===== config.mk =====
export PLATFORM = sky130hd
export DESIGN_NAME = positional_list_store
export DESIGN_NICKNAME = d
export VERILOG_FILES = /design/src/hdl/plst_pkg.sv /design/src/hdl/plst_ram.sv /design/src/hdl/plst_cmdq.sv /design/src/hdl/plst_front.sv /design/src/hdl/plst_back.sv /design/src/hdl/positional_list_store.sv
export SDC_FILE = /design/constraint.sdc
export NUM_CORES = 1
export LEC_CHECK = 0
export BUFFER_PORTS_ARGS = -buffer_cell sky130_fd_sc_hd__buf_2
export CAP_MARGIN = 30
export CORE_MARGIN = 4
export CORE_UTILIZATION = 62
export CTS_CLUSTER_SIZE = 40
export DETAILED_ROUTE_END_ITERATION = 16
export PLACE_DENSITY = 0.78
export RECOVER_POWER = 50
export SLEW_MARGIN = 20
export SYNTH_ARGS = -nofsm -noshare
export SYNTH_HDL_FRONTEND = slang
export SYNTH_SLANG_ARGS = --single-unit

===== constraint.sdc =====
create_clock -name clock -period 4.6 [get_ports clock]
set_clock_uncertainty 0.1 [all_clocks]
set_input_delay 0.69 -clock clock [delete_from_list [all_inputs] [get_ports clock]]
set_output_delay 0.69 -clock clock [all_outputs]
set_load 0.1 [all_outputs]

===== src/hdl/plst_pkg.sv =====
// Shared types and constants for the positional list store.
// Used by plst_front, plst_back and positional_list_store; no dependencies.
package plst_pkg;

   localparam int OP_W      = 3;
   localparam int VAL_W     = 32;
   localparam int POS_W     = 8;
   localparam int STAT_W    = 2;
   localparam int CNT_OUT_W = 5;
   localparam int KIND_W    = 2;

   typedef enum logic [OP_W-1:0] {
      OP_INS_FRONT = 3'd0,
      OP_INS_BACK  = 3'd1,
      OP_INS_AT    = 3'd2,
      OP_DEL_FRONT = 3'd3,
      OP_DEL_BACK  = 3'd4,
      OP_DEL_AT    = 3'd5,
      OP_READ_ALL  = 3'd6
   } op_type;

   typedef enum logic [STAT_W-1:0] {
      ST_OK     = 2'd0,
      ST_EMPTY  = 2'd1,
      ST_FULL   = 2'd2,
      ST_BADPOS = 2'd3
   } status_type;

   // what the back end has to do with a classified item
   typedef enum logic [KIND_W-1:0] {
      KIND_REPORT = 2'd0,
      KIND_INSERT = 2'd1,
      KIND_DELETE = 2'd2,
      KIND_READ   = 2'd3
   } kind_type;

   // width of one command word: kind, status, slot, count before, count after, value
   function automatic int cmd_width(input int depth);
      return KIND_W + STAT_W + $clog2(depth) + 2 * $clog2(depth + 1) + VAL_W;
   endfunction

endpackage


===== src/hdl/plst_ram.sv =====
// Generic single-write, single-read RAM with registered read data.
// No dependencies.
module plst_ram #(
   parameter int WIDTH = 32,
   parameter int DEPTH = 16
) (
   input  logic                     clock,
   input  logic                     wr_en,
   input  logic [$clog2(DEPTH)-1:0] wr_addr,
   input  logic [WIDTH-1:0]         wr_data,
   input  logic                     rd_en,
   input  logic [$clog2(DEPTH)-1:0] rd_addr,
   output logic [WIDTH-1:0]         rd_data
);

   logic [WIDTH-1:0] mem_ff [DEPTH];
   logic [WIDTH-1:0] rd_data_ff;

   always_ff @(posedge clock) begin
      if (wr_en) begin
         mem_ff[wr_addr] <= wr_data;
      end
      if (rd_en) begin
         rd_data_ff <= mem_ff[rd_addr];
      end
   end

   assign rd_data = rd_data_ff;

endmodule


===== src/hdl/plst_cmdq.sv =====
// Small command queue between the front and back ends of the list store.
// No dependencies.
module plst_cmdq #(
   parameter int WIDTH   = 64,
   parameter int ENTRIES = 2
) (
   input  logic             clock,
   input  logic             reset,
   input  logic             push_valid,
   output logic             push_ready,
   input  logic [WIDTH-1:0] push_data,
   output logic             pop_valid,
   input  logic             pop_ready,
   output logic [WIDTH-1:0] pop_data
);

   localparam int PW = $clog2(ENTRIES);
   localparam int NW = $clog2(ENTRIES + 1);

   logic [WIDTH-1:0] slot_ff [ENTRIES];
   logic [PW-1:0]    wp_ff, wp_in, rp_ff, rp_in;
   logic [NW-1:0]    num_ff, num_in;
   logic             push, pop;

   assign push_ready = (num_ff != NW'(ENTRIES));
   assign pop_valid  = (num_ff != '0);
   assign pop_data   = slot_ff[rp_ff];
   assign push       = push_valid && push_ready;
   assign pop        = pop_valid && pop_ready;

   always_comb begin
      wp_in  = wp_ff;
      rp_in  = rp_ff;
      num_in = num_ff;
      if (push) begin
         wp_in = (wp_ff == PW'(ENTRIES - 1)) ? '0 : wp_ff + 1'b1;
      end
      if (pop) begin
         rp_in = (rp_ff == PW'(ENTRIES - 1)) ? '0 : rp_ff + 1'b1;
      end
      if (push && !pop) begin
         num_in = num_ff + 1'b1;
      end else if (pop && !push) begin
         num_in = num_ff - 1'b1;
      end
   end

   always_ff @(posedge clock) begin
      if (push) begin
         slot_ff[wp_ff] <= push_data;
      end
      if (reset) begin
         wp_ff  <= '0;
         rp_ff  <= '0;
         num_ff <= '0;
      end else begin
         wp_ff  <= wp_in;
         rp_ff  <= rp_in;
         num_ff <= num_in;
      end
   end

endmodule


===== src/hdl/plst_front.sv =====
// Front end: accepts requests, tracks the list length and classifies each
// item into a command for the back end. Depends on plst_pkg.
module plst_front #(
   parameter int DEPTH = 16,
   localparam int AW    = $clog2(DEPTH),
   localparam int CW    = $clog2(DEPTH + 1),
   localparam int CMD_W = plst_pkg::cmd_width(DEPTH)
) (
   input  logic                              clock,
   input  logic                              reset,
   input  logic                              req_valid,
   output logic                              req_ready,
   input  logic [plst_pkg::OP_W-1:0]         req_op,
   input  logic signed [plst_pkg::VAL_W-1:0] req_value,
   input  logic [plst_pkg::POS_W-1:0]        req_position,
   output logic                              cmd_valid,
   input  logic                              cmd_ready,
   output logic [CMD_W-1:0]                  cmd_data
);

   localparam int PCW = ((CW > plst_pkg::POS_W) ? CW : plst_pkg::POS_W) + 1;

   typedef struct packed {
      plst_pkg::kind_type              kind;
      plst_pkg::status_type            status;
      logic [AW-1:0]                   idx;
      logic [CW-1:0]                   cb;
      logic [CW-1:0]                   ca;
      logic signed [plst_pkg::VAL_W-1:0] value;
   } cmd_type;

   cmd_type        cmd;
   logic [CW-1:0]  cnt_ff, cnt_in;
   logic [PCW-1:0] pos_x, cnt_x;
   logic           empty, full, accept;

   assign pos_x  = PCW'(req_position);
   assign cnt_x  = PCW'(cnt_ff);
   assign empty  = (cnt_ff == '0);
   assign full   = (cnt_ff == CW'(DEPTH));

   always_comb begin
      cmd.kind   = plst_pkg::KIND_REPORT;
      cmd.status = plst_pkg::ST_OK;
      cmd.idx    = '0;
      cmd.cb     = cnt_ff;
      cmd.ca     = cnt_ff;
      cmd.value  = req_value;
      unique case (req_op)
         plst_pkg::OP_INS_FRONT, plst_pkg::OP_INS_BACK, plst_pkg::OP_INS_AT: begin
            priority if (empty) begin
               cmd.kind = plst_pkg::KIND_INSERT;
            end else if (full) begin
               cmd.status = plst_pkg::ST_FULL;
            end else if (req_op == plst_pkg::OP_INS_FRONT) begin
               cmd.kind = plst_pkg::KIND_INSERT;
            end else if (req_op == plst_pkg::OP_INS_BACK) begin
               cmd.kind = plst_pkg::KIND_INSERT;
               cmd.idx  = AW'(cnt_ff);
            end else if (pos_x == '0 || pos_x > cnt_x + 1'b1) begin
               cmd.status = plst_pkg::ST_BADPOS;
            end else begin
               cmd.kind = plst_pkg::KIND_INSERT;
               cmd.idx  = AW'(req_position - 1'b1);
            end
            if (cmd.kind == plst_pkg::KIND_INSERT) begin
               cmd.ca = cnt_ff + 1'b1;
            end
         end
         plst_pkg::OP_DEL_FRONT, plst_pkg::OP_DEL_BACK, plst_pkg::OP_DEL_AT: begin
            priority if (empty) begin
               cmd.status = plst_pkg::ST_EMPTY;
            end else if (req_op == plst_pkg::OP_DEL_FRONT) begin
               cmd.kind = plst_pkg::KIND_DELETE;
            end else if (req_op == plst_pkg::OP_DEL_BACK) begin
               cmd.kind = plst_pkg::KIND_DELETE;
               cmd.idx  = AW'(cnt_ff - 1'b1);
            end else if (pos_x == '0 || pos_x > cnt_x) begin
               cmd.status = plst_pkg::ST_BADPOS;
            end else begin
               cmd.kind = plst_pkg::KIND_DELETE;
               cmd.idx  = AW'(req_position - 1'b1);
            end
            if (cmd.kind == plst_pkg::KIND_DELETE) begin
               cmd.ca = cnt_ff - 1'b1;
            end
         end
         plst_pkg::OP_READ_ALL: begin
            if (empty) begin
               cmd.status = plst_pkg::ST_EMPTY;
            end else begin
               cmd.kind = plst_pkg::KIND_READ;
            end
         end
         default: begin
            cmd.kind = plst_pkg::KIND_REPORT;
         end
      endcase
   end

   assign req_ready = cmd_ready;
   assign cmd_valid = req_valid;
   assign cmd_data  = cmd;
   assign accept    = req_valid && cmd_ready;
   assign cnt_in    = accept ? cmd.ca : cnt_ff;

   always_ff @(posedge clock) begin
      if (reset) begin
         cnt_ff <= '0;
      end else begin
         cnt_ff <= cnt_in;
      end
   end

endmodule


===== src/hdl/plst_back.sv =====
// Back end: executes classified commands against the entry RAM, shifting
// entries for inserts and deletes and streaming reads. Depends on plst_pkg, plst_ram.
module plst_back #(
   parameter int DEPTH = 16,
   localparam int AW    = $clog2(DEPTH),
   localparam int CW    = $clog2(DEPTH + 1),
   localparam int CMD_W = plst_pkg::cmd_width(DEPTH)
) (
   input  logic                                  clock,
   input  logic                                  reset,
   input  logic                                  cmd_valid,
   output logic                                  cmd_ready,
   input  logic [CMD_W-1:0]                      cmd_data,
   output logic                                  rsp_valid,
   input  logic                                  rsp_ready,
   output logic signed [plst_pkg::VAL_W-1:0]     rsp_value_out,
   output logic [plst_pkg::STAT_W-1:0]           rsp_status,
   output logic [plst_pkg::CNT_OUT_W-1:0]        rsp_count_out,
   output logic                                  rsp_last
);

   typedef struct packed {
      plst_pkg::kind_type              kind;
      plst_pkg::status_type            status;
      logic [AW-1:0]                   idx;
      logic [CW-1:0]                   cb;
      logic [CW-1:0]                   ca;
      logic signed [plst_pkg::VAL_W-1:0] value;
   } cmd_type;

   typedef enum logic [2:0] {
      S_IDLE,
      S_SHIFT,
      S_DRAIN,
      S_PUT,
      S_REPORT,
      S_RD_REQ,
      S_RD_OUT
   } state_type;

   cmd_type                            cmd;
   state_type                          state_ff, state_in;
   cmd_type                            c_ff, c_in;
   logic [AW-1:0]                      rd_ff, rd_in, wa_ff, wa_in;
   logic                               pend_ff, pend_in;
   logic                               rsp_valid_ff, rsp_valid_in;
   logic signed [plst_pkg::VAL_W-1:0]  rsp_value_ff, rsp_value_in;
   plst_pkg::status_type               rsp_status_ff, rsp_status_in;
   logic [plst_pkg::CNT_OUT_W-1:0]     rsp_count_ff, rsp_count_in;
   logic                               rsp_last_ff, rsp_last_in;
   logic                               ram_we, ram_re;
   logic [AW-1:0]                      ram_wa, ram_ra;
   logic [plst_pkg::VAL_W-1:0]         ram_wd, ram_rdata;
   logic                               out_free, is_ins, shift_end, rd_last;

   assign cmd      = cmd_type'(cmd_data);
   assign out_free = !rsp_valid_ff || rsp_ready;
   assign is_ins   = (c_ff.kind == plst_pkg::KIND_INSERT);
   assign shift_end = is_ins ? (rd_ff == c_ff.idx) : (CW'(rd_ff) + 1'b1 == c_ff.cb);
   assign rd_last  = (CW'(rd_ff) + 1'b1 == c_ff.cb);

   plst_ram #(
      .WIDTH (plst_pkg::VAL_W),
      .DEPTH (DEPTH)
   ) u_ram (
      .clock   (clock),
      .wr_en   (ram_we),
      .wr_addr (ram_wa),
      .wr_data (ram_wd),
      .rd_en   (ram_re),
      .rd_addr (ram_ra),
      .rd_data (ram_rdata)
   );

   always_comb begin
      state_in      = state_ff;
      c_in          = c_ff;
      rd_in         = rd_ff;
      wa_in         = wa_ff;
      pend_in       = 1'b0;
      rsp_valid_in  = rsp_valid_ff && !rsp_ready;
      rsp_value_in  = rsp_value_ff;
      rsp_status_in = rsp_status_ff;
      rsp_count_in  = rsp_count_ff;
      rsp_last_in   = rsp_last_ff;
      cmd_ready     = 1'b0;
      ram_we        = 1'b0;
      ram_wa        = wa_ff;
      ram_wd        = ram_rdata;
      ram_re        = 1'b0;
      ram_ra        = rd_ff;
      unique case (state_ff)
         S_IDLE: begin
            cmd_ready = 1'b1;
            if (cmd_valid) begin
               c_in = cmd;
               unique case (cmd.kind)
                  plst_pkg::KIND_REPORT: begin
                     state_in = S_REPORT;
                  end
                  plst_pkg::KIND_INSERT: begin
                     if (CW'(cmd.idx) == cmd.cb) begin
                        state_in = S_PUT;
                     end else begin
                        rd_in    = AW'(cmd.cb - 1'b1);
                        state_in = S_SHIFT;
                     end
                  end
                  plst_pkg::KIND_DELETE: begin
                     if (CW'(cmd.idx) + 1'b1 >= cmd.cb) begin
                        state_in = S_REPORT;
                     end else begin
                        rd_in    = cmd.idx + 1'b1;
                        state_in = S_SHIFT;
                     end
                  end
                  plst_pkg::KIND_READ: begin
                     rd_in    = '0;
                     state_in = S_RD_REQ;
                  end
                  default: begin
                     state_in = S_REPORT;
                  end
               endcase
            end
         end
         S_SHIFT: begin
            // read one slot, write the previous read one place on
            ram_re  = 1'b1;
            ram_we  = pend_ff;
            pend_in = 1'b1;
            wa_in   = is_ins ? rd_ff + 1'b1 : rd_ff - 1'b1;
            if (shift_end) begin
               state_in = S_DRAIN;
            end else begin
               rd_in = is_ins ? rd_ff - 1'b1 : rd_ff + 1'b1;
            end
         end
         S_DRAIN: begin
            ram_we   = 1'b1;
            state_in = is_ins ? S_PUT : S_REPORT;
         end
         S_PUT: begin
            ram_we   = 1'b1;
            ram_wa   = c_ff.idx;
            ram_wd   = c_ff.value;
            state_in = S_REPORT;
         end
         S_REPORT: begin
            if (out_free) begin
               rsp_valid_in  = 1'b1;
               rsp_value_in  = '0;
               rsp_status_in = c_ff.status;
               rsp_count_in  = plst_pkg::CNT_OUT_W'(c_ff.ca);
               rsp_last_in   = 1'b1;
               state_in      = S_IDLE;
            end
         end
         S_RD_REQ: begin
            ram_re   = 1'b1;
            state_in = S_RD_OUT;
         end
         S_RD_OUT: begin
            if (out_free) begin
               rsp_valid_in  = 1'b1;
               rsp_value_in  = ram_rdata;
               rsp_status_in = plst_pkg::ST_OK;
               rsp_count_in  = plst_pkg::CNT_OUT_W'(c_ff.ca);
               rsp_last_in   = rd_last;
               if (rd_last) begin
                  state_in = S_IDLE;
               end else begin
                  rd_in    = rd_ff + 1'b1;
                  state_in = S_RD_REQ;
               end
            end
         end
         default: begin
            state_in = S_IDLE;
         end
      endcase
   end

   always_ff @(posedge clock) begin
      state_ff      <= state_in;
      c_ff          <= c_in;
      rd_ff         <= rd_in;
      wa_ff         <= wa_in;
      pend_ff       <= pend_in;
      rsp_valid_ff  <= rsp_valid_in;
      rsp_value_ff  <= rsp_value_in;
      rsp_status_ff <= rsp_status_in;
      rsp_count_ff  <= rsp_count_in;
      rsp_last_ff   <= rsp_last_in;
      if (reset) begin
         state_ff     <= S_IDLE;
         pend_ff      <= 1'b0;
         rsp_valid_ff <= 1'b0;
      end
   end

   assign rsp_valid     = rsp_valid_ff;
   assign rsp_value_out = rsp_value_ff;
   assign rsp_status    = rsp_status_ff;
   assign rsp_count_out = rsp_count_ff;
   assign rsp_last      = rsp_last_ff;

endmodule


===== src/hdl/positional_list_store.sv =====
// Positional list store top level: front end, command queue, back end.
// Depends on plst_pkg, plst_front, plst_cmdq, plst_back (and plst_ram).
//
// An ordered list of up to DEPTH signed 32-bit values held packed in one RAM.
// The front end takes a request in any cycle the command queue has room,
// checks it against its own copy of the list length and passes a command on;
// the back end executes commands one at a time. An item that only reports
// passes through the accept and result states. An insert writes the new
// entry and, where entries lie behind the insertion point, first shifts them
// one place on through the single RAM read and write port; a delete that is
// not of the final entry shifts the entries behind it one place back. Read
// all reads the entries in order and gives each out as a result. A stalled
// result holds the back end until it is taken. Every non-read item gives one
// result with last set; read all of a non-empty list gives one result per
// entry. The RAM needs no clearing after reset.
module positional_list_store #(
   parameter int DEPTH = 16
) (
   input  logic                              clock,
   input  logic                              reset,
   input  logic                              req_valid,
   output logic                              req_ready,
   input  logic [plst_pkg::OP_W-1:0]         req_op,
   input  logic signed [plst_pkg::VAL_W-1:0] req_value,
   input  logic [plst_pkg::POS_W-1:0]        req_position,
   output logic                              rsp_valid,
   input  logic                              rsp_ready,
   output logic signed [plst_pkg::VAL_W-1:0] rsp_value_out,
   output logic [plst_pkg::STAT_W-1:0]       rsp_status,
   output logic [plst_pkg::CNT_OUT_W-1:0]    rsp_count_out,
   output logic                              rsp_last
);

   localparam int CMD_W   = plst_pkg::cmd_width(DEPTH);
   localparam int Q_SLOTS = 2;

   logic             f_valid, f_ready, b_valid, b_ready;
   logic [CMD_W-1:0] f_data, b_data;

   plst_front #(
      .DEPTH (DEPTH)
   ) u_front (
      .clock        (clock),
      .reset        (reset),
      .req_valid    (req_valid),
      .req_ready    (req_ready),
      .req_op       (req_op),
      .req_value    (req_value),
      .req_position (req_position),
      .cmd_valid    (f_valid),
      .cmd_ready    (f_ready),
      .cmd_data     (f_data)
   );

   plst_cmdq #(
      .WIDTH   (CMD_W),
      .ENTRIES (Q_SLOTS)
   ) u_cmdq (
      .clock      (clock),
      .reset      (reset),
      .push_valid (f_valid),
      .push_ready (f_ready),
      .push_data  (f_data),
      .pop_valid  (b_valid),
      .pop_ready  (b_ready),
      .pop_data   (b_data)
   );

   plst_back #(
      .DEPTH (DEPTH)
   ) u_back (
      .clock         (clock),
      .reset         (reset),
      .cmd_valid     (b_valid),
      .cmd_ready     (b_ready),
      .cmd_data      (b_data),
      .rsp_valid     (rsp_valid),
      .rsp_ready     (rsp_ready),
      .rsp_value_out (rsp_value_out),
      .rsp_status    (rsp_status),
      .rsp_count_out (rsp_count_out),
      .rsp_last      (rsp_last)
   );

endmodule

==> Word level (Yosys, flattened, before mapping) <==
Memories as Yosys holds them, arrays and structs flattened. A register that Yosys moved wholly into a read port is not among the register bits.
Cells that the tools add are included.
{ "totals": {"reg_bits": 112, "mem_bits_rw": 612, "inputBits": 47, "elab_cells": 183, "n_memories": 2} }
{ "mem_list": {"columns": ["memory", "words", "width", "read_ports", "rd_ports_with_merged_regs", "wr", "line_no", "text"], "rows": [
  ["u_back.u_ram.mem_ff", 16, 32, 1, 1, 1, "plst_ram.sv:16", "logic [WIDTH-1:0] mem_ff [DEPTH];"],
  ["u_cmdq.slot_ff", 2, 50, 1, 1, 1, "plst_cmdq.sv:20", "logic [WIDTH-1:0] slot_ff [ENTRIES];"]
]} }
{ "op_classes": {"addsub": 14, "order_cmp": 3, "eq_ne": 32, "muxes": 82, "n_reduce_logical": 31} }
{ "ops": {"columns": ["operator", "count"], "rows": [
  ["two-way mux 32 bit", 3],
  ["case mux 32 bit (2 select lines)", 1],
  ["two-way mux 4 bit", 15],
  ["two-way mux 2 bit", 22],
  ["case mux 4 bit (3 select lines)", 2],
  ["two-way mux 3 bit", 7],
  ["case mux 3 bit (7 select lines)", 1],
  ["equality test 3 bit (second input constant)", 6],
  ["two-way mux 1 bit", 18],
  ["two-way mux 6 bit", 3],
  ["equality test 3 x 2 -> 1 bit (second input constant)", 4],
  ["case mux 2 bit (3 select lines)", 2],
  ["case mux 3 bit (4 select lines)", 1],
  ["subtractor 4 x 1 -> 4 bit (second input constant)", 3],
  ["adder 4 x 1 -> 5 bit (second input constant)", 2],
  ["two-way mux 5 bit", 2],
  ["case mux 5 bit (2 select lines)", 1],
  ["logical NOT 9 bit", 1],
  ["adder 4 x 1 -> 4 bit (second input constant)", 2],
  ["greater-than comparator 8 x 5 -> 1 bit", 1],
  ["greater-than comparator 8 x 6 -> 1 bit", 1],
  ["!= test 2 bit (second input constant)", 4],
  ["case mux 4 bit (2 select lines)", 1],
  ["AND reduction 8 bit", 1],
  ["other kinds (32)", 58]
]} }

==> Depth between registers and ports, before layout <==
Gate-level depths: netlist of run 1.
{ "logic_depth": {"ltp_word": 12, "depth_mapped": 13, "ltp_nobuf": 12} }

==> Modules after synthesis <==
From an unflattened synthesis of run 1, not the netlist that was laid out.
{ "hier_totals": {"hier_cells": 1556, "area_unflattened_um2": 30192.7} }
{ "modules_own_cells": {"columns": ["module", "instances", "cells_each", "area_per_inst_um2"], "rows": [
  ["plst_ram", 1, 838, 20155.6],
  ["plst_back", 1, 334, 4759.6],
  ["plst_cmdq", 1, 180, 3817.4],
  ["plst_front", 1, 204, 1460.2]
]} }

==> Least setup slack after synthesis of run 1 <==
No wires, ideal clock.
{ "synth_timing": {"kind": "reg2reg", "from": "register u_cmdq.num_ff[0]", "to": "memory u_cmdq.slot_ff[0][0] (netlist name), enable pin", "setup_time_ns": 0.458, "arrival_time_ns": 3.623, "required_time_ns": 4.042, "path_slack_ns": 0.419, "stages_incl_launch_ff": 4, "path_buffers": 0, "path_cell_list": "dfxtp_1 nand2b_1 nand2_1 nor2_1"} }
{ "synth_between": {"elab_chain_cells": 4} }
{ "synth_lines": {"columns": ["item", "line_no", "text"], "rows": [
  ["start, declared", "plst_cmdq.sv:22", "logic [NW-1:0] num_ff, num_in;"],
  ["start signal, assigned", "plst_cmdq.sv:59", "num_ff <= num_in;"],
  ["!= test 2 bit", "plst_cmdq.sv:25", "assign push_ready = (num_ff != NW'(ENTRIES));"],
  ["via req_ready", "positional_list_store.sv:22", "output logic req_ready,"],
  ["logical AND 1 bit", "plst_cmdq.sv:28", "assign push = push_valid && push_ready;"],
  ["two-way mux 1 bit", "plst_cmdq.sv:49", "if (push) begin"],
  ["two-way mux 1 bit (not written as such)", "plst_cmdq.sv:50", "slot_ff[wp_ff] <= push_data;"],
  ["end, declared", "plst_cmdq.sv:20", null]
]} }
The timed path passes the listed nets, and every way through them passes these cells.

==> PnR_summary.wiki, run 1 <==
{| class="wikitable"
! Metric !! Value
|-
| Yosys warning total || 0
|-
| Largest fanout on the critical path || 23
|-
| TritonCTS clock tree || built
|-
| Footprint of the flip-flops and latches || between 0.02 and 0.025 mm2
|-
| Final sum of negative setup slack || 0 ns
|-
| Post-Syn Area || 0.0298 mm2
|-
| Min Clock Period, post-route || between 3 and 4 ns
|-
| Worst path required time || 5.01 ns
|-
| H-tree level count || 3
|-
| Post-CTS setup buffers || 0
|-
| Area of all placed cells without fillers || between 0.03 and 0.04 mm2
|-
| Total Nets Final || ~1700
|-
| Area Overhead vs Synth || 12.0%
|-
| DRC violations left || 0
|-
| Crit Path Category || reg -> reg
|-
| Routed WL || 62.4 mm
|-
| Number of vias per cell || 6.40
|-
| Tightest Hold Check Type || in -> reg
|-
| Post-CTS resize count || 0
|-
| Starting Density || 62.6%
|-
| Post-synth top area share || 74.7%
|-
| Post-CTS clock slew at the launch and capture registers of the worst setup and hold paths || 0.06 ns
|-
| Synthesized area per cell || a little over 20 um2
|-
| PortBufs || between 80 and 90
|-
| Die Height || 227 um
|-
| Count of filler cells inserted in the layout || ~2800
|-
| Unrepaired setup endpoints after global routing || false
|-
| Setup crit start kind || flop
|-
| Yosys reg bits || 757
|-
| Die Footprint || between 0.05 and 0.06 mm2
|-
| Remaining antenna violation count || 0
|-
| Combined global-route utilization of all metal layers || 25.1%
|-
| Clock network latency to the later pin of the worst-skew pair || ~0.6 ns
|-
| Outcome || finished, violations left
|-
| WHS || 0.175 ns
|-
| TritonCTS Buffers || 74
|-
| Number of top-level pins || 89
|-
| Peak ir drop on the vdd network || 0.597 mV
|-
| Worst Slack Setup Final || 0.773 ns
|-
| Routed vias || 14600
|-
| Antenna violations before repair || 1
|-
| FFs w/ async S/R, synth || 0%
|-
| Final Hold Fails || 0
|-
| Post-Place Worst Slack || 0.932 ns
|-
| Gate Count Post-Synth || 1471
|-
| Wire length of the first global-routing pass || approximately 95 mm
|-
| Violated checks || capacitance limit, slew limit
|-
| Achievable Freq || 261 MHz
|-
| Ratio of cells with drive above 1 in the final layout || a little under a quarter
|-
| Critical Path AT || 4.24 ns
|-
| Wire length per cell after detailed routing || 27.4 um
|-
| Maximum capacitance violations || 4
|-
| Leading post-synthesis cells by cell area || sky130_fd_sc_hd__edfxtp_1 (75%), sky130_fd_sc_hd__mux4_2 (12%), sky130_fd_sc_hd__mux2_2 (2.9%)
|-
| Post-synth EDFFs || 742
|-
| Die X-Extent || 227 um
|-
| Synth unique cells || 54
|-
| Power density over cell area || approximately 620 mW/mm2
|-
| Maximum number of buffers from clock root to sink || 3
|-
| Post-synthesis sequential area ratio || 75.7%
|-
| Post-place instance area || 0.0312 mm2
|-
| Most frequently used flop master after synthesis || sky130_fd_sc_hd__edfxtp_1
|-
| Cell type contributing the most total cell area after synthesis || sky130_fd_sc_hd__edfxtp_1
|-
| Initial DRT Pass Iterations || 5
|-
| Drt first-iter violations || between 1500 and 2000
|-
| Number of placement rows || 80
|-
| Synth Net Count || 1542
|-
| Number of antenna repair diodes || 0
|-
| Slew @ Worst Pin || 2.80 ns
|-
| Core region area || 0.0476 mm2
|-
| RePlAce Congestion || 0.868
|-
| Total grt overflow || 0
|-
| Clock root buffer || sky130_fd_sc_hd__clkbuf_16
|-
| CTS Sinks || 757
|-
| Number of hold buffers added after cts || 0
|-
| Rel. slew slack || -87.0%
|-
| Setup-violating endpoint count in the final report || 0
|-
| Area taken by multi-input logic gates || roughly 0.007 mm2
|-
| Post-DP HPWL || 37.1 mm
|-
| Static leakage power || 10.8 nW
|-
| Final Max Slew Viols || 93
|-
| FF-to-FF setup slack || slightly below 0.8 ns
|-
| Number of global-route vias before repair || 14900
|-
| Pin count of the biggest net entering global routing || 133
|-
| Part of the cycle the worst path needs || 83.2%
|-
| Element type at the critical path end || flop
|}
-- state kept, by name (all words and copies together), names as in the netlist, named ones only --
signal,count
u_back.c_ff,50
u_back.pend_ff,1
u_back.ram_ra,4
u_back.rsp_count_out,5
u_back.rsp_last,1
u_back.rsp_status,2
u_back.rsp_valid,1
u_back.rsp_value_out,32
u_back.state_ff,3
u_back.u_ram.mem_ff,512
u_back.u_ram.rd_data,32
u_back.wa_ff,4
u_cmdq.num_ff,2
u_cmdq.rp_ff,1
u_cmdq.slot_ff,100
u_cmdq.wp_ff,1
u_front.cnt_ff,5
-- cell type report --
class,count,share of cell area (%)
well taps,615,2.30
repair buffers,127,2.04
inverters,29,0.326
clock inverters,38,0.918
flip-flops and latches,757,67.6
clock buffers,96,5.98
multi-input cells,613,20.8
-- Yosys cell counts (all sizes together), types with 2 or more instances --
cell type / number
nor3b: 3
and2: 5
o22ai: 7
a22o: 2
a31oi: 6
a21oi: 31
and3: 36
edfxtp: 742
dfxtp: 15
nand2: 29
buf: 29
nor2: 68
xor2: 8
o31ai: 3
o21bai: 3
clkbuf: 43
a21o: 6
nand3: 11
mux4: 160
nor3: 12
nor2b: 9
nand2b: 11
o21ai: 28
mux2: 76
mux2i: 12
o31a: 2
a211oi: 2
xnor2: 29
ha: 24
or2: 2
inv: 29
or3: 4
a22oi: 2
nand4: 4
o211ai: 2
a221o: 2
-- cells by family (layout without fill, tap and decap cells) --
logic type	Yosys count	count (layout)	synth area share (%)
compound gates	105	105	2.17
buf+inv	101	290	1.38
xor+xnor	37	37	1.09
mux	248	248	15.4
fa+ha+maj	24	24	1.01
simple gates	199	199	3.31
flops	757	757	75.7
-- worst max-delay path: stages (launching register included) --
cell	delay [ns]
sky130_fd_sc_hd__dfxtp_1	0.45
sky130_fd_sc_hd__clkbuf_1	1.32
sky130_fd_sc_hd__mux2i_1	0.57
sky130_fd_sc_hd__nand2_1	0.13
sky130_fd_sc_hd__nor4_1	0.37
sky130_fd_sc_hd__nand4_1	0.28
sky130_fd_sc_hd__o311ai_0	0.20
sky130_fd_sc_hd__nand3_1	0.14
sky130_fd_sc_hd__a21oi_1	0.19
-- per-layer routing --
metal,GRT usage (%),up-vias,share of wire (%)
li1,-,6254,-
met1,36.3,7527,41
met2,38.8,672,48
met3,5.94,114,7.9
met4,8.18,0,3.2
met5,0,-,0
-- per-stage QoR --
stage,util (%),instances,power [mW]
floorplan,-,1471,13.6
global placement,65.5,2136,15.1
detailed placement,65.5,2136,15.3
CTS,70.3,2270,21.0
global route,70.1,2275,21.8
finish,70.1,2275,20.9
-- path summary, 6_finish.rpt --
| kind | start | end | cells after the start |
|---|---|---|---|
| hold reg to reg | u_back.c_ff[33] | u_back.rsp_count_out[1] | 0 |
| setup / recovery | flop | u_back.state_ff[1] | 8 |
| setup reg to reg | flop | u_back.state_ff[1] | 8 |
| hold / removal | req_value[24] | u_cmdq.slot_ff[1][24] | 1 |
-- where the power goes --
group	switching [mW]	internal [mW]
Sequential	0.351	9.07
Clock	2.41	3.34
Combinational	3.52	2.17
-- layout by cell type, fill, tap and decap left out, types with 4 or more instances in the layout --
master and n:
sky130_fd_sc_hd__or3_1 4, sky130_fd_sc_hd__a21o_1 5, sky130_fd_sc_hd__clkbuf_16 77, sky130_fd_sc_hd__xnor2_1 29
sky130_fd_sc_hd__and3_1 36, sky130_fd_sc_hd__mux2_1 31, sky130_fd_sc_hd__nor2_4 16, sky130_fd_sc_hd__clkinv_2 9
sky130_fd_sc_hd__nor2b_1 8, sky130_fd_sc_hd__bufinv_16 5, sky130_fd_sc_hd__dfxtp_1 15, sky130_fd_sc_hd__mux2i_1 12
sky130_fd_sc_hd__a21oi_1 31, sky130_fd_sc_hd__ha_1 24, sky130_fd_sc_hd__a31oi_1 6, sky130_fd_sc_hd__inv_1 29
sky130_fd_sc_hd__nor3_1 12, sky130_fd_sc_hd__buf_12 4, sky130_fd_sc_hd__buf_2 30, sky130_fd_sc_hd__edfxtp_1 742
sky130_fd_sc_hd__nand3_1 11, sky130_fd_sc_hd__xor2_1 8, sky130_fd_sc_hd__o21ai_0 26, sky130_fd_sc_hd__clkinv_1 19
sky130_fd_sc_hd__o22ai_1 7, sky130_fd_sc_hd__clkbuf_1 85, sky130_fd_sc_hd__nand2b_1 11, sky130_fd_sc_hd__mux2_2 45
sky130_fd_sc_hd__nand4_1 4, sky130_fd_sc_hd__mux4_2 160, sky130_fd_sc_hd__nor2_1 52, sky130_fd_sc_hd__buf_4 23
sky130_fd_sc_hd__nand2_1 29
Note: power is estimated with default switching activity, not from simulation.
==> inputs of run 2 (changes only) <==
Clock period 4.6 ns to 4 ns, I/O delays scaled along.
==> run 2 against run 1 <==
Hold slack worse by 0.10 ns. Highest routed layer unchanged. Count of clock-buffer cells in the layout fell by 2. Die area did not move. Worst setup slack got worse by 0.45 ns. Sequential power increased by 16%. Non-clock buffer count up 17. Total power grew 16%. First-iteration DRC count grew 2.5%. The flow still finishes with violations (capacitance limit, slew limit).
==> PnR_summary.wiki, run 2 (synthesis gave the netlist of run 1 again) <==
{| class="wikitable"
! Metric !! Value
|-
| Outcome || finished, violations left
|-
| Violated checks || capacitance limit, slew limit
|-
| Element type at the critical path end || flop
|-
| Die Footprint || 0.0517 mm2
|-
| Post-CTS clock slew at the launch and capture registers of the worst setup and hold paths || 0.06 ns
|-
| Leading cell type in the layout, fill and taps excluded || sky130_fd_sc_hd__edfxtp_1
|-
| Maximum number of buffers from clock root to sink || 3
|-
| Number of top-level pins || 89
|-
| Number of vias per cell || 6.55
|-
| Min Clock Period, post-route || 3.67 ns
|-
| Wire length per cell after detailed routing || 29.7 um
|-
| Remaining antenna violation count || 0
|-
| CTS Sinks || 757
|-
| Largest fanout on the critical path || 22
|-
| Final Hold Fails || 0
|-
| TritonCTS Buffers || 74
|-
| Critical Path AT || 3.93 ns
|-
| Final Max Slew Viols || ~130
|-
| Drt first-iter violations || 1822
|-
| Total grt overflow || 0
|-
| PortBufs || 88
|-
| Static leakage power || 11.0 nW
|-
| Antenna violations before repair || 4
|-
| TritonCTS clock tree || built
|-
| Rel. slew slack || -28.5%
|-
| Number of hold buffers added after cts || 0
|-
| RePlAce Congestion || 0.820
|-
| Unrepaired setup endpoints after global routing || false
|-
| Peak ir drop on the vdd network || 0.460 mV
|-
| Part of the cycle the worst path needs || between 90% and 100%
|-
| Largest register by flop count || u_back.u_ram.mem_ff
|-
| Area Overhead vs Synth || 12.6%
|-
| Initial DRT Pass Iterations || 5
|-
| Overall power consumption || approximately 24 mW
|-
| H-tree level count || 3
|-
| Number of placement rows || 80
|-
| Routed WL || 68.1 mm
|-
| Number of global-route vias before repair || 15500
|-
| Most used cells in the layout excluding fill and tap cells || sky130_fd_sc_hd__edfxtp_1 (742), sky130_fd_sc_hd__mux4_2 (160), sky130_fd_sc_hd__clkbuf_1 (82), sky130_fd_sc_hd__clkbuf_16 (76), sky130_fd_sc_hd__nor2_1 (52)
|-
| Setup-violating endpoint count in the final report || 0
|-
| Post-CTS setup buffers || 0
|-
| Worst Slack Setup Final || between 0.3 and 0.4 ns
|-
| Routed vias || 15000
|-
| Setup crit start kind || flop
|-
| Clock network latency to the later pin of the worst-skew pair || 0.62 ns
|-
| Worst path required time || 4.26 ns
|-
| Slew @ Worst Pin || 1.92 ns
|-
| Area of all placed cells without fillers || between 0.03 and 0.04 mm2
|-
| Wire length of the first global-routing pass || 100 mm
|-
| Top flop regs || u_back.u_ram.mem_ff x512, u_cmdq.slot_ff x100, u_back.c_ff x50
|-
| Power density over cell area || 717 mW/mm2
|-
| Final sum of negative setup slack || 0 ns
|-
| Tightest Hold Check Type || in -> reg
|-
| Combined global-route utilization of all metal layers || 27.0%
|-
| Placed Instances || about 2200
|-
| Fin util || 70.5%
|-
| Die X-Extent || between 200 and 250 um
|-
| Crit Path Category || reg -> reg
|-
| Core region area || 0.0476 mm2
|-
| Pin count of the biggest net entering global routing || 103
|-
| Starting Density || about 63%
|-
| Achievable Freq || 272 MHz
|-
| DRC violations left || 0
|-
| Post-CTS resize count || 0
|-
| Post-Place Worst Slack || 0.675 ns
|-
| Total Nets Final || 1690
|-
| Clock root buffer || sky130_fd_sc_hd__clkbuf_16
|-
| Number of flip-flops in the largest register || 512
|-
| Post-place instance area || 0.0314 mm2
|-
| Post-DP HPWL || 37.0 mm
|-
| Number of cells in the finished layout apart from fillers || 2295
|-
| Ratio of cells with drive above 1 in the final layout || 24.2%
|-
| WHS || 0.0740 ns
|-
| Maximum capacitance violations || 6
|-
| Die Height || 227 um
|}
run 2: per-layer routing:
metal / vias to the layer above / GRT usage (%) / share of wire (%)
li1: 6289 / - / -
met1: 7767 / 36.9 / 38
met2: 818 / 45.7 / 51
met3: 151 / 4.96 / 7.9
met4: 0 / 7.65 / 2.9
met5: - / 0 / 0
run 2: area by class of cell:
type | count | area [um2]
Antenna cell | 1 | 2.50
Clock buffer | 94 | 2000
Clock inverter | 42 | 343
Fill cell | 2812 | 14000
Inverter | 29 | 109
Multi-Input combinational cell | 613 | 6960
Sequential cell | 757 | 22600
Tap cell | 615 | 769
Timing Repair Buffer | 144 | 832
run 2: final timing paths:
path                            from  cells after the start                       to  slack (ns)
setup / recovery  u_back.state_ff[2]                      5         u_back.ram_ra[3]        0.33
setup reg to reg  u_back.state_ff[2]                      5         u_back.ram_ra[3]        0.33
hold / removal          req_value[5]                      1     u_cmdq.slot_ff[0][5]        0.07
hold reg to reg      u_back.c_ff[36]                      0  u_back.rsp_count_out[4]        0.32
run 2: where the power goes:
part | switching [mW] | internal, mW
combinational | 3.98 | 2.52
clock | 2.90 | 3.82
sequential | 0.450 | 10.4
run 2: critical path, stage by stage, from the launching register on:
cell and delay [ns]:
sky130_fd_sc_hd__dfxtp_1 0.63, sky130_fd_sc_hd__nor2b_4 0.61, sky130_fd_sc_hd__clkbuf_1 1.21, sky130_fd_sc_hd__and2_0 0.36, sky130_fd_sc_hd__nor2_1 0.12, sky130_fd_sc_hd__a221o_1 0.38
==> inputs of run 3 (changes only) <==
Settings changed: CORE_UTILIZATION 62 to 56, PLACE_DENSITY 0.78 to 0.75.
Clock period 4 ns to 3.05 ns, I/O delays scaled along.
==> run 3 against run 2 <==
The run now ends clean. Final area grew 2.0%. Register-to-register slack worse by 0.17 ns. Die area is 10% higher. Global-route usage fell by 3.9 points. Combinational power increased by 32%. Total power is 31% higher. Core utilization down 5.4 points. Sequential power increased by 30%. Highest routed layer unchanged. Hold slack gained 0.076 ns. Non-clock buffer count up 58. First-iteration DRC count shrank 11%. Routed wire length down 4.7%. Largest cell class unchanged.
==> PnR_summary.wiki, run 3 (synthesis gave the netlist of run 1 again) <==
{| class="wikitable"
! Metric !! Value
|-
| Overall power consumption || 31.6 mW
|-
| Peak ir drop on the vdd network || 0.733 mV
|-
| Antenna violations before repair || 1
|-
| Reg-to-reg endpoint || u_back.ram_ra[0]
|-
| Tightest Hold Check Type || in -> reg
|-
| TritonCTS clock tree || built
|-
| Min-Delay Startpoint || reset
|-
| Static leakage power || 11.2 nW
|-
| PortBufs || 88
|-
| Remaining antenna violation count || 0
|-
| Core region area || 0.0527 mm2
|-
| Area Overhead vs Synth || 14.9%
|-
| Outcome || finished clean
|-
| Total Nets Final || 1750
|-
| Power density over cell area || around 920 mW/mm2
|-
| Leading cell type in the layout, fill and taps excluded || sky130_fd_sc_hd__edfxtp_1
|-
| DRC violations left || 0
|-
| Number of flip-flops in the largest register || 512
|-
| Largest register by flop count || u_back.u_ram.mem_ff
|-
| Total grt overflow || 0
|-
| Worst path required time || 3.28 ns
|-
| Ratio of cells with drive above 1 in the final layout || 25.3%
|-
| Die X-Extent || approximately 240 um
|-
| Clock root buffer || sky130_fd_sc_hd__clkbuf_16
|-
| Post-Place Worst Slack || approximately 0.052 ns
|-
| CTS Sinks || 757
|-
| Starting Density || between 50% and 60%
|-
| Die Height || between 200 and 250 um
|-
| Number of antenna repair diodes || 0
|-
| Number of top-level pins || 89
|-
| Final Max Slew Viols || 0
|-
| Most used cells in the layout excluding fill and tap cells || sky130_fd_sc_hd__edfxtp_1 (742), sky130_fd_sc_hd__mux4_2 (160), sky130_fd_sc_hd__clkbuf_1 (94), sky130_fd_sc_hd__clkbuf_16 (76), sky130_fd_sc_hd__buf_4 (52)
|-
| Pin count of the biggest net entering global routing || 73
|-
| Maximum capacitance violations || 0
|-
| Setup crit start kind || flop
|-
| Post-CTS clock slew at the launch and capture registers of the worst setup and hold paths || approximately 0.06 ns
|-
| Critical Path AT || 3.12 ns
|-
| Setup-violating endpoint count in the final report || 0
|-
| Top flop regs || u_back.u_ram.mem_ff x512, u_cmdq.slot_ff x100, u_back.c_ff x50
|-
| Routed WL || 64.9 mm
|-
| Combined global-route utilization of all metal layers || 23.1%
|-
| Largest fanout on the critical path || 7
|-
| Number of global-route vias before repair || 15400
|-
| Number of cells in the finished layout apart from fillers || 2422
|-
| Crit Path Category || reg -> reg
|-
| Worst hold path depth || 2
|-
| Min Clock Period, post-route || between 2 and 3 ns
|-
| Drt first-iter violations || about 1600
|-
| Wire length of the first global-routing pass || 97.1 mm
|-
| Initial DRT Pass Iterations || 5
|-
| Count of filler cells inserted in the layout || approximately 3400
|-
| Part of the cycle the worst path needs || 94.8%
|-
| Element type at the critical path end || flop
|-
| Die Footprint || 0.0570 mm2
|-
| Routed vias || 14800
|-
| Unrepaired setup endpoints after global routing || false
|-
| FF-to-FF setup slack || 0.16 ns
|-
| Worst Slack Setup Final || 0.158 ns
|-
| Wire length per cell after detailed routing || 26.8 um
|-
| Post-DP HPWL || ~36 mm
|-
| Placed Instances || 2254
|-
| Rel. slew slack || 10.8%
|-
| RePlAce Congestion || just over 0.8
|-
| Final sum of negative setup slack || 0 ns
|-
| Slew @ Worst Pin || 1.34 ns
|-
| R2R depth || 10
|-
| TritonCTS Buffers || 76
|-
| Maximum number of buffers from clock root to sink || 3
|-
| H-tree level count || 3
|-
| Clock network latency to the later pin of the worst-skew pair || between 0.6 and 0.7 ns
|-
| Number of vias per cell || 6.11
|-
| Achievable Freq || ~350 MHz
|-
| Number of placement rows || 84
|-
| WHS Endpoint || u_back.rsp_valid
|-
| Final Hold Fails || 0
|}
run 3: cell types whose count changed in the layout (fill, tap and decap cells not counted), moves of 3 or more:
cell and delta:
sky130_fd_sc_hd__inv_1 -4, sky130_fd_sc_hd__buf_2 -6, sky130_fd_sc_hd__inv_2 +3, sky130_fd_sc_hd__dfxtp_2 +4, sky130_fd_sc_hd__dlygate4sd3_1 +32, sky130_fd_sc_hd__clkbuf_1 +12
sky130_fd_sc_hd__buf_4 +17, sky130_fd_sc_hd__clkinv_1 -4, sky130_fd_sc_hd__dfxtp_1 -4
run 3: worst max-delay path by stage:
stage	startpoint	endpoint	slack (ns)	cells past startpoint
2_1_floorplan	u_back.state_ff[2]	u_back.u_ram.mem_ff[2][0]	-0.24	6
6_report	flop	u_back.ram_ra[0]	0.16	10
3_5_place_dp	u_front.cnt_ff[4]	u_front.cnt_ff[3]	0.05	11
4_1_cts	u_front.cnt_ff[4]	u_front.cnt_ff[3]	0.03	11
3_3_place_gp	u_front.cnt_ff[4]	u_front.cnt_ff[2]	0.14	10
5_1_grt	u_front.cnt_ff[2]	u_front.cnt_ff[3]	0.0004	12
run 3: repair_timing:
action / 4_1_cts / 5_1_grt
setup buffers: 0 / 1
gates resized for setup: 0 / 13
setup endpoints to repair: 0 / 15
hold endpoints to repair: 64 / 0
hold buffers: 32 / 0
run 3: critical path, cell delays in order, from the launching register on:
cell and delay, ns:
sky130_fd_sc_hd__dfxtp_2 0.42, sky130_fd_sc_hd__mux2_1 0.41, sky130_fd_sc_hd__ha_1 0.35, sky130_fd_sc_hd__ha_1 0.30, sky130_fd_sc_hd__a21o_1 0.17, sky130_fd_sc_hd__a21oi_1 0.15
sky130_fd_sc_hd__o21ai_0 0.17, sky130_fd_sc_hd__a21oi_1 0.18, sky130_fd_sc_hd__nor2_1 0.05, sky130_fd_sc_hd__nor3_1 0.15, sky130_fd_sc_hd__buf_4 0.17
run 3: report_power, final:
| group | total, mW | switching, mW | internal [mW] |
|---|---|---|---|
| sequential | 14.2 | 0.511 | 13.7 |
| combinational | 8.55 | 5.16 | 3.39 |
| clock | 8.90 | 3.83 | 5.07 |
| total | 31.6 | 9.49 | 22.1 |
run 3: through the flow:
step,area (um2),hold WS [ns],utilization (%)
2_1_floorplan,29900,0.300,-
3_3_place_gp,31700,0.310,60.2
3_5_place_dp,31700,0.310,60.2
4_1_cts,34400,0.123,65.3
5_1_grt,34300,0.138,65.1
6_report,34300,0.150,65.1
run 3: final cells by class:
cell class | count | area [um2] | share of cell area, %
Sequential cell | 757 | 22600 | 65.9
Tap cell | 688 | 861 | 2.51
Clock inverter | 41 | 405 | 1.18
Multi-Input combinational cell | 613 | 7010 | 20.5
Inverter | 29 | 109 | 0.318
Timing Repair Buffer | 202 | 1340 | 3.90
Clock buffer | 92 | 1970 | 5.75
run 3: per-layer routing:
metal / vias to the layer above / routed length (um) / global-route usage, %
met5: - / 0 / 0
met4: 0 / 1400 / 6.09
met3: 102 / 4400 / 4.48
met2: 582 / 33500 / 38.9
met1: 7714 / 25700 / 31.7
li1: 6397 / - / -
